File: src/sv/bpc_pkg.sv
// Shared types, codes and constants for the button press classifier.
package bpc_pkg;

  localparam int TIME_BITS   = 32;
  localparam int NUM_BUTTONS = 3;
  localparam int CFG_BITS    = 16;
  localparam int SEL_BITS    = 2;

  typedef logic [TIME_BITS-1:0] time_t;
  typedef logic [CFG_BITS-1:0]  cfg_word_t;
  typedef logic [SEL_BITS-1:0]  btn_sel_t;
  typedef logic [1:0]           tally_t;

  localparam tally_t TALLY_MAX         = 2'd3;
  localparam tally_t DOUBLE_MIN_CLICKS = 2'd2;

  localparam btn_sel_t BTN_LEFT   = 2'd0;
  localparam btn_sel_t BTN_RIGHT  = 2'd1;
  localparam btn_sel_t BTN_MIDDLE = 2'd2;

  typedef enum logic [1:0] {
    EV_NONE   = 2'd0,
    EV_SHORT  = 2'd1,
    EV_LONG   = 2'd2,
    EV_DOUBLE = 2'd3
  } event_t;

  typedef enum logic {
    CMD_UPDATE = 1'b0,
    CMD_READ   = 1'b1
  } cmd_t;

  localparam logic [1:0] CFG_DEBOUNCE      = 2'd0;
  localparam logic [1:0] CFG_LONG_PRESS    = 2'd1;
  localparam logic [1:0] CFG_DOUBLE_WINDOW = 2'd2;

  localparam cfg_word_t DEBOUNCE_RST      = 16'd50;
  localparam cfg_word_t LONG_PRESS_RST    = 16'd1000;
  localparam cfg_word_t DOUBLE_WINDOW_RST = 16'd300;

  typedef struct packed {
    cfg_word_t debounce;
    cfg_word_t hold_limit;
    cfg_word_t window;
  } cfg_t;

  typedef struct packed {
    logic upd;
    logic clr;
    logic level;
  } btn_ctl_t;

endpackage

File: src/sv/bpc_button.sv
// Per-button debounce, long press detection and click resolution.
module bpc_button (
  input  logic              clk,
  input  logic              rst_n,
  input  bpc_pkg::cfg_t     cfg,
  input  bpc_pkg::time_t    now,
  input  bpc_pkg::btn_ctl_t ctl,
  output bpc_pkg::event_t   pending_event
);
  import bpc_pkg::*;

  logic   prev_level_r, prev_level_nxt;
  time_t  level_change_time_r, level_change_time_nxt;
  logic   held_r, held_nxt;
  time_t  hold_start_time_r, hold_start_time_nxt;
  logic   long_done_r, long_done_nxt;
  tally_t click_tally_r, click_tally_nxt;
  time_t  release_time_r, release_time_nxt;
  event_t pending_event_r, pending_event_nxt;

  logic   lvl_chg, stable, down, press_start, long_fire, rel, click, resolve;
  time_t  el_change, el_hold, el_release;
  logic   long_done1;
  event_t pend2;
  tally_t tally2, tally3;
  time_t  rel_time3;

  always_comb begin
    lvl_chg     = (ctl.level != prev_level_r);
    el_change   = now - level_change_time_r;
    stable      = lvl_chg ? (cfg.debounce == '0) : (el_change >= time_t'(cfg.debounce));
    down        = !ctl.level;
    press_start = down && !held_r;

    el_hold    = press_start ? '0 : (now - hold_start_time_r);
    long_done1 = press_start ? 1'b0 : long_done_r;
    long_fire  = down && !long_done1 && (el_hold >= time_t'(cfg.hold_limit));
    pend2      = long_fire ? EV_LONG : pending_event_r;
    tally2     = long_fire ? '0 : click_tally_r;

    rel       = !down && held_r;
    click     = rel && !long_done_r;
    tally3    = (click && tally2 != TALLY_MAX) ? tally2 + 2'd1 : tally2;
    rel_time3 = click ? now : release_time_r;

    el_release = click ? '0 : (now - release_time_r);
    resolve    = (tally3 != '0) && !down && (el_release >= time_t'(cfg.window));

    prev_level_nxt        = prev_level_r;
    level_change_time_nxt = level_change_time_r;
    held_nxt              = held_r;
    hold_start_time_nxt   = hold_start_time_r;
    long_done_nxt         = long_done_r;
    click_tally_nxt       = click_tally_r;
    release_time_nxt      = release_time_r;
    pending_event_nxt     = pending_event_r;

    if (ctl.upd) begin
      prev_level_nxt = ctl.level;
      if (lvl_chg) begin
        level_change_time_nxt = now;
      end
      if (stable) begin
        held_nxt            = down;
        hold_start_time_nxt = press_start ? now : hold_start_time_r;
        long_done_nxt       = long_done1 | long_fire;
        release_time_nxt    = rel_time3;
        if (resolve) begin
          click_tally_nxt   = '0;
          pending_event_nxt = (tally3 >= DOUBLE_MIN_CLICKS) ? EV_DOUBLE : EV_SHORT;
        end else begin
          click_tally_nxt   = tally3;
          pending_event_nxt = pend2;
        end
      end
    end else if (ctl.clr) begin
      pending_event_nxt = EV_NONE;
    end
  end

  always_ff @(posedge clk) begin
    if (!rst_n) begin
      prev_level_r        <= 1'b1;
      level_change_time_r <= '0;
      held_r              <= 1'b0;
      hold_start_time_r   <= '0;
      long_done_r         <= 1'b0;
      click_tally_r       <= '0;
      release_time_r      <= '0;
      pending_event_r     <= EV_NONE;
    end else begin
      prev_level_r        <= prev_level_nxt;
      level_change_time_r <= level_change_time_nxt;
      held_r              <= held_nxt;
      hold_start_time_r   <= hold_start_time_nxt;
      long_done_r         <= long_done_nxt;
      click_tally_r       <= click_tally_nxt;
      release_time_r      <= release_time_nxt;
      pending_event_r     <= pending_event_nxt;
    end
  end

  assign pending_event = pending_event_r;

  a_long_fire_sets_pending: assert property (@(posedge clk) disable iff (!rst_n)
    (ctl.upd && stable && long_fire && !resolve) |=> (pending_event_r == EV_LONG))
    else $error("long press did not post");

  a_clear_empties: assert property (@(posedge clk) disable iff (!rst_n)
    (ctl.clr && !ctl.upd) |=> (pending_event_r == EV_NONE))
    else $error("read did not clear pending event");

  a_unstable_holds: assert property (@(posedge clk) disable iff (!rst_n)
    (ctl.upd && !stable) |=>
      (held_r == $past(held_r)) && (click_tally_r == $past(click_tally_r)))
    else $error("press state moved while level not debounced");

endmodule

File: src/sv/button_press_classifier.sv
// Top level: input stage, three button units, result register and config registers.
// A read is registered in the input stage and then in the result register.
// Throughput: one item per cycle while no read waits; updates give no result and never wait on the output.
// A read waits in the input stage only while the result register is full and not taken.
// Synchronous active-low reset clears all button state, empties both stages and
// loads debounce 50, long press 1000 and double-click window 300.
module button_press_classifier (
  input  logic                      clk,
  input  logic                      rst_n,
  input  logic                      in_valid,
  output logic                      in_ready,
  input  logic                      in_command,
  input  logic                      in_level_left,
  input  logic                      in_level_right,
  input  logic                      in_level_middle,
  input  logic [31:0]               in_now_ms,
  input  bpc_pkg::btn_sel_t         in_button_select,
  output logic                      out_valid,
  input  logic                      out_ready,
  output logic [1:0]                out_event_code,
  output bpc_pkg::btn_sel_t         out_event_button,
  input  logic                      cfg_valid,
  output logic                      cfg_ready,
  input  logic [1:0]                cfg_index,
  input  bpc_pkg::cfg_word_t        cfg_data
);
  import bpc_pkg::*;

  logic                   s1_valid_r;
  cmd_t                   s1_cmd_r;
  logic [NUM_BUTTONS-1:0] s1_level_r;
  time_t                  s1_now_r;
  btn_sel_t               s1_sel_r;
  logic                   s1_go, in_xfer;

  logic     out_valid_r, out_valid_nxt, out_load;
  event_t   out_code_r, read_code;
  btn_sel_t out_button_r;

  cfg_t     cfg_r;
  btn_ctl_t ctl [NUM_BUTTONS];
  event_t   pend [NUM_BUTTONS];

  assign s1_go    = s1_valid_r && ((s1_cmd_r == CMD_UPDATE) || !out_valid_r || out_ready);
  assign in_ready = !s1_valid_r || s1_go;
  assign in_xfer  = in_valid && in_ready;

  always_ff @(posedge clk) begin
    if (!rst_n) begin
      s1_valid_r <= 1'b0;
    end else if (in_ready) begin
      s1_valid_r <= in_valid;
    end
  end

  always_ff @(posedge clk) begin
    if (in_xfer) begin
      s1_cmd_r   <= cmd_t'(in_command);
      s1_level_r <= {in_level_middle, in_level_right, in_level_left};
      s1_now_r   <= time_t'(in_now_ms);
      s1_sel_r   <= in_button_select;
    end
  end

  genvar gi;
  generate
    for (gi = 0; gi < NUM_BUTTONS; gi++) begin : g_btn
      always_comb begin
        ctl[gi].upd   = s1_go && (s1_cmd_r == CMD_UPDATE);
        ctl[gi].clr   = s1_go && (s1_cmd_r == CMD_READ) && (s1_sel_r == btn_sel_t'(gi));
        ctl[gi].level = s1_level_r[gi];
      end

      bpc_button u_button (
        .clk           (clk),
        .rst_n         (rst_n),
        .cfg           (cfg_r),
        .now           (s1_now_r),
        .ctl           (ctl[gi]),
        .pending_event (pend[gi])
      );
    end
  endgenerate

  always_comb begin
    case (s1_sel_r)
      BTN_LEFT:   read_code = pend[0];
      BTN_RIGHT:  read_code = pend[1];
      BTN_MIDDLE: read_code = pend[2];
      default:    read_code = EV_NONE;
    endcase
  end

  assign out_load      = s1_go && (s1_cmd_r == CMD_READ);
  assign out_valid_nxt = (out_valid_r && !out_ready) || out_load;

  always_ff @(posedge clk) begin
    if (!rst_n) begin
      out_valid_r <= 1'b0;
    end else begin
      out_valid_r <= out_valid_nxt;
    end
  end

  always_ff @(posedge clk) begin
    if (out_load) begin
      out_code_r   <= read_code;
      out_button_r <= s1_sel_r;
    end
  end

  assign out_valid        = out_valid_r;
  assign out_event_code   = out_code_r;
  assign out_event_button = out_button_r;

  assign cfg_ready = 1'b1;

  always_ff @(posedge clk) begin
    if (!rst_n) begin
      cfg_r.debounce   <= DEBOUNCE_RST;
      cfg_r.hold_limit <= LONG_PRESS_RST;
      cfg_r.window     <= DOUBLE_WINDOW_RST;
    end else if (cfg_valid && cfg_ready) begin
      case (cfg_index)
        CFG_DEBOUNCE:      cfg_r.debounce   <= cfg_data;
        CFG_LONG_PRESS:    cfg_r.hold_limit <= cfg_data;
        CFG_DOUBLE_WINDOW: cfg_r.window     <= cfg_data;
        default:           cfg_r            <= cfg_r;
      endcase
    end
  end

  a_read_posts_result: assert property (@(posedge clk) disable iff (!rst_n)
    out_load |=> out_valid_r)
    else $error("read transfer produced no result");

  a_update_no_result: assert property (@(posedge clk) disable iff (!rst_n)
    (!out_load && !out_valid_r) |=> !out_valid_r)
    else $error("result appeared without a read");

  a_read_waits_for_slot: assert property (@(posedge clk) disable iff (!rst_n)
    (s1_valid_r && (s1_cmd_r == CMD_READ) && out_valid_r && !out_ready) |-> !s1_go)
    else $error("read advanced into a full result register");

endmodule

File: config.mk
export PLATFORM = sky130hd
export DESIGN_NAME = button_press_classifier
export DESIGN_NICKNAME = d
export VERILOG_FILES = /design/src/sv/bpc_pkg.sv /design/src/sv/bpc_button.sv /design/src/sv/button_press_classifier.sv
export SDC_FILE = /design/constraint.sdc
export NUM_CORES = 2
export LEC_CHECK = 0
export BUFFER_PORTS_ARGS = -buffer_cell sky130_fd_sc_hd__buf_2
export CELL_PAD_IN_SITES_DETAIL_PLACEMENT = 0
export CELL_PAD_IN_SITES_GLOBAL_PLACEMENT = 1
export CORE_MARGIN = 3
export CORE_UTILIZATION = 40
export DETAILED_ROUTE_END_ITERATION = 10
export PLACE_DENSITY = 0.7
export RECOVER_POWER = 50
export SLEW_MARGIN = 25
export SYNTH_ARGS = -nofsm -noshare
export SYNTH_HDL_FRONTEND = slang
export SYNTH_SLANG_ARGS = --single-unit
File: constraint.sdc
create_clock -name clk -period 6.1 [get_ports clk]
set_input_delay 0.305 -clock clk [delete_from_list [all_inputs] [get_ports clk]]
set_output_delay 0.305 -clock clk [all_outputs]
set_load 0.01 [all_outputs]
==> metrics.txt <==
dpl ws=-251 ps; commonest non-fill, non-tap cell in the layout=a21oi_1; fin crit period=between 5000 and 6000 ps; Period Utilization, post-route=0.969; fin area=between 0.04 and 0.05 mm^2; Max clock buf depth=3; pin count of the biggest net entering global routing=154; DR pass1 iterations=5; Mapped Area=around 0.036 mm^2; initial antenna violation count=0; DRC errors left=0; Critical Path Sink Type=register; DP Wirelength=approximately 95000 um; synthesized net count=between 5000 and 6000; Syn Area/Cell=~7.5 um^2; placed standard-cell area=between 0.03 and 0.04 mm^2; Routed Antenna Nets=0; Hold/Removal Path Class=in -> reg; Yosys top cell by area=dfxtp_1; pwr/cell area=207 mW/mm^2; Top FF cell, synth=dfxtp_1; clock root buffer=clkbuf_16; Worst Setup SP=s1_now_r[1]$_DFFE_PP_; row cnt=approximately 110; RePlAce Congestion=0.935; Hold Path Depth=1; Core ar.=slightly below 0.09 mm^2; Post-synth EDFFs=between 40 and 50; setup repair after global routing missed its margin=yes; failing checks=max-capacitance violations, max-slew violations; status=finished, violations left; clock latency on the worst-skew pair=around 650 ps; Max-slew headroom=-1.03; GRT Overall Usage=0.257; max cap viols=5; Via density=roughly 5.6; CTS tree=yes; Startpoint Class=register; crit path kind=reg -> reg; clock skew=about 22 ps; worst reg2reg path endpoint=g_btn[1].u_button.click_tally_r[0]$_SDFFE_PN0P_; Reg2Reg Depth=28; Die X=305 um; Iter 0 DRT Violations=1812; grt ovf=0; PortBufs=66; largest cells by area after synthesis=dfxtp_1 20%, ha_1 15%, a21oi_1 8.2%; global-route wire length before repair=between 150000 and 200000 um; CP max stage cell=or4_1; crit-path max cell delay=510 ps; crit path DAT=6480 ps; Synth top area share=0.201; nets=5417; f_max=169 MHz; Setup violations, final=0; Worst-Margin Slew=~3000 ps; VDD IR max=approximately 0.00021 V; CP Max Fanout=4; via count=around 34000; cell count after synthesis=4786; number of global-route vias before repair=about 33000; H-tree levels=2; Hold Path Origin=in_now_ms[0]; proportion of layout cells with a drive suffix above 1=0.0892; Area Overhead vs Synth=14.8%; #FFs+latches synth=between 400 and 500; Initial Util=0.408; r2r startpoint=s1_now_r[1]$_DFFE_PP_; Hold Path End=s1_now_r[0]$_DFFE_PP_; Req. time, crit path=around 6700 ps; number of clock sinks=about 400; asr flop ratio synth=0; max-slew violations=approximately 160; sequential share of the synthesized area=0.237; DR WL/cell=~20 um; routed wire length=between 100000 and 150000 um; die area=around 0.093 mm^2; Die Y=305 um; Worst-path clk slew=approximately 60 ps; Cell variety after synth=90; final hold violations=0; Leak Pwr=16.3 nW; Synth Warn #=0; setup total negative slack=0 ps; ANT cells=0; reg2reg setup slack=between 150 and 200 ps; Num CTS Buffers=between 50 and 60; final worst slack=approximately 190 ps; Top-Level Pins=slightly below 70; commonest non-fill, non-tap cells in the layout=571 x a21oi_1, 553 x nand2_1, 466 x nor2_1
-- Yosys cell counts (all sizes together), types with 80 or more instances --
cell	number
dfxtp	359
a21oi	582
nand4	82
clkbuf	175
ha	426
o21ai	226
mux2i	159
inv	414
nand2	553
xnor2	98
a21o	124
nor2	475
nand3	80
-- worst max-delay path by stage --
stage / slack, ps / end / cells after the start
2_1_floorplan: 240 / g_btn[2].u_button.pending_event[1]$_SDFFE_PN0P_ / 29
3_3_place_gp: -290 / g_btn[0].u_button.pending_event[1]$_SDFFE_PN0P_ / 27
3_5_place_dp: -250 / g_btn[0].u_button.pending_event[1]$_SDFFE_PN0P_ / 27
4_1_cts: 10 / g_btn[2].u_button.pending_event[1]$_SDFFE_PN0P_ / 30
5_1_grt: -100 / g_btn[1].u_button.click_tally_r[0]$_SDFFE_PN0P_ / 28
6_report: 190 / g_btn[1].u_button.click_tally_r[0]$_SDFFE_PN0P_ / 28
-- report_power, final --
group / internal [mW] / switching (mW) / leakage (nW)
Sequential: 2.72 / 0.0533 / 3.31
Clock: 2.03 / 1.36 / 0.896
Combinational: 0.922 / 1.41 / 12.1
-- cells by family (layout without fill, tap and decap cells) --
kind of cell | Yosys count | after routing | share of synthesized area
DFF | 401 | 401 | 0.237
adders and majority gates | 435 | 435 | 0.154
AOI/OAI and AO/OA | 1396 | 1396 | 0.244
muxes | 163 | 163 | 0.0459
and+or+nand+nor | 1564 | 1564 | 0.202
buffers and inverters | 650 | 830 | 0.0735
other | 1 | 1 | 0.000105
xor gates and xnor gates | 176 | 176 | 0.0432
-- worst max-delay path: cells and delay by family (launching register included) --
kind / cells / cell delay (ps)
buffers and inverters: 1 / 180
xor gates and xnor gates: 1 / 150
DFF: 1 / 490
AOI/OAI and AO/OA: 13 / 2530
and+or+nand+nor: 10 / 1700
adders and majority gates: 3 / 760
-- flip-flops by register name, summed over array words and instances (netlist names), 2 cells and up --
signal / count
g_btn.u_button.release_time_r: 96
cfg_r: 48
s1_level_r: 3
g_btn.u_button.click_tally_r: 6
out_event_button: 2
g_btn.u_button.pending_event: 6
g_btn.u_button.hold_start_time_r: 96
g_btn.u_button.held_r: 3
g_btn.u_button.long_done_r: 3
s1_now_r: 32
g_btn.u_button.prev_level_r: 3
g_btn.u_button.level_change_time_r: 96
out_event_code: 2
s1_sel_r: 2
-- what timing repair did --
action,in CTS,in global routing
setup endpoints to repair,6,205
setup buffers,5,11
resized for setup,9,99
hold buffers,56,0
hold endpoints to repair,86,0
cloned,0,5
pin swaps,0,49
-- per-stage QoR --
| step | hold slack (ps) | power [mW] | instances | utilization |
|---|---|---|---|---|
| detailed placement | 442 | 5.05 | 5944 | 0.434 |
| global route | 145 | 8.92 | 6121 | 0.468 |
| global placement | 441 | 5.05 | 5944 | 0.434 |
| floorplan | 404 | 4.34 | 4786 | - |
| CTS | 5.40 | 8.51 | 6105 | 0.462 |
| finish | 158 | 8.49 | 6121 | 0.468 |
-- routing by layer --
layer,vias up,part of all wire,global-route usage
met5,-,0,0
met4,0,0.039,0.0960
met3,181,0.037,0.0237
met2,719,0.49,0.455
met1,16200,0.44,0.322
li1,17300,-,-
-- cell type report --
cell class,instances,area (um^2)
Fill cell,9003,46600
Multi-Input combinational cell,3735,25100
Sequential cell,401,8450
Timing Repair Buffer,315,2580
Inverter,415,1570
Clock buffer,65,1450
Tap cell,1155,1450
Clock inverter,35,412
Note: power is estimated with default switching activity, not from simulation.
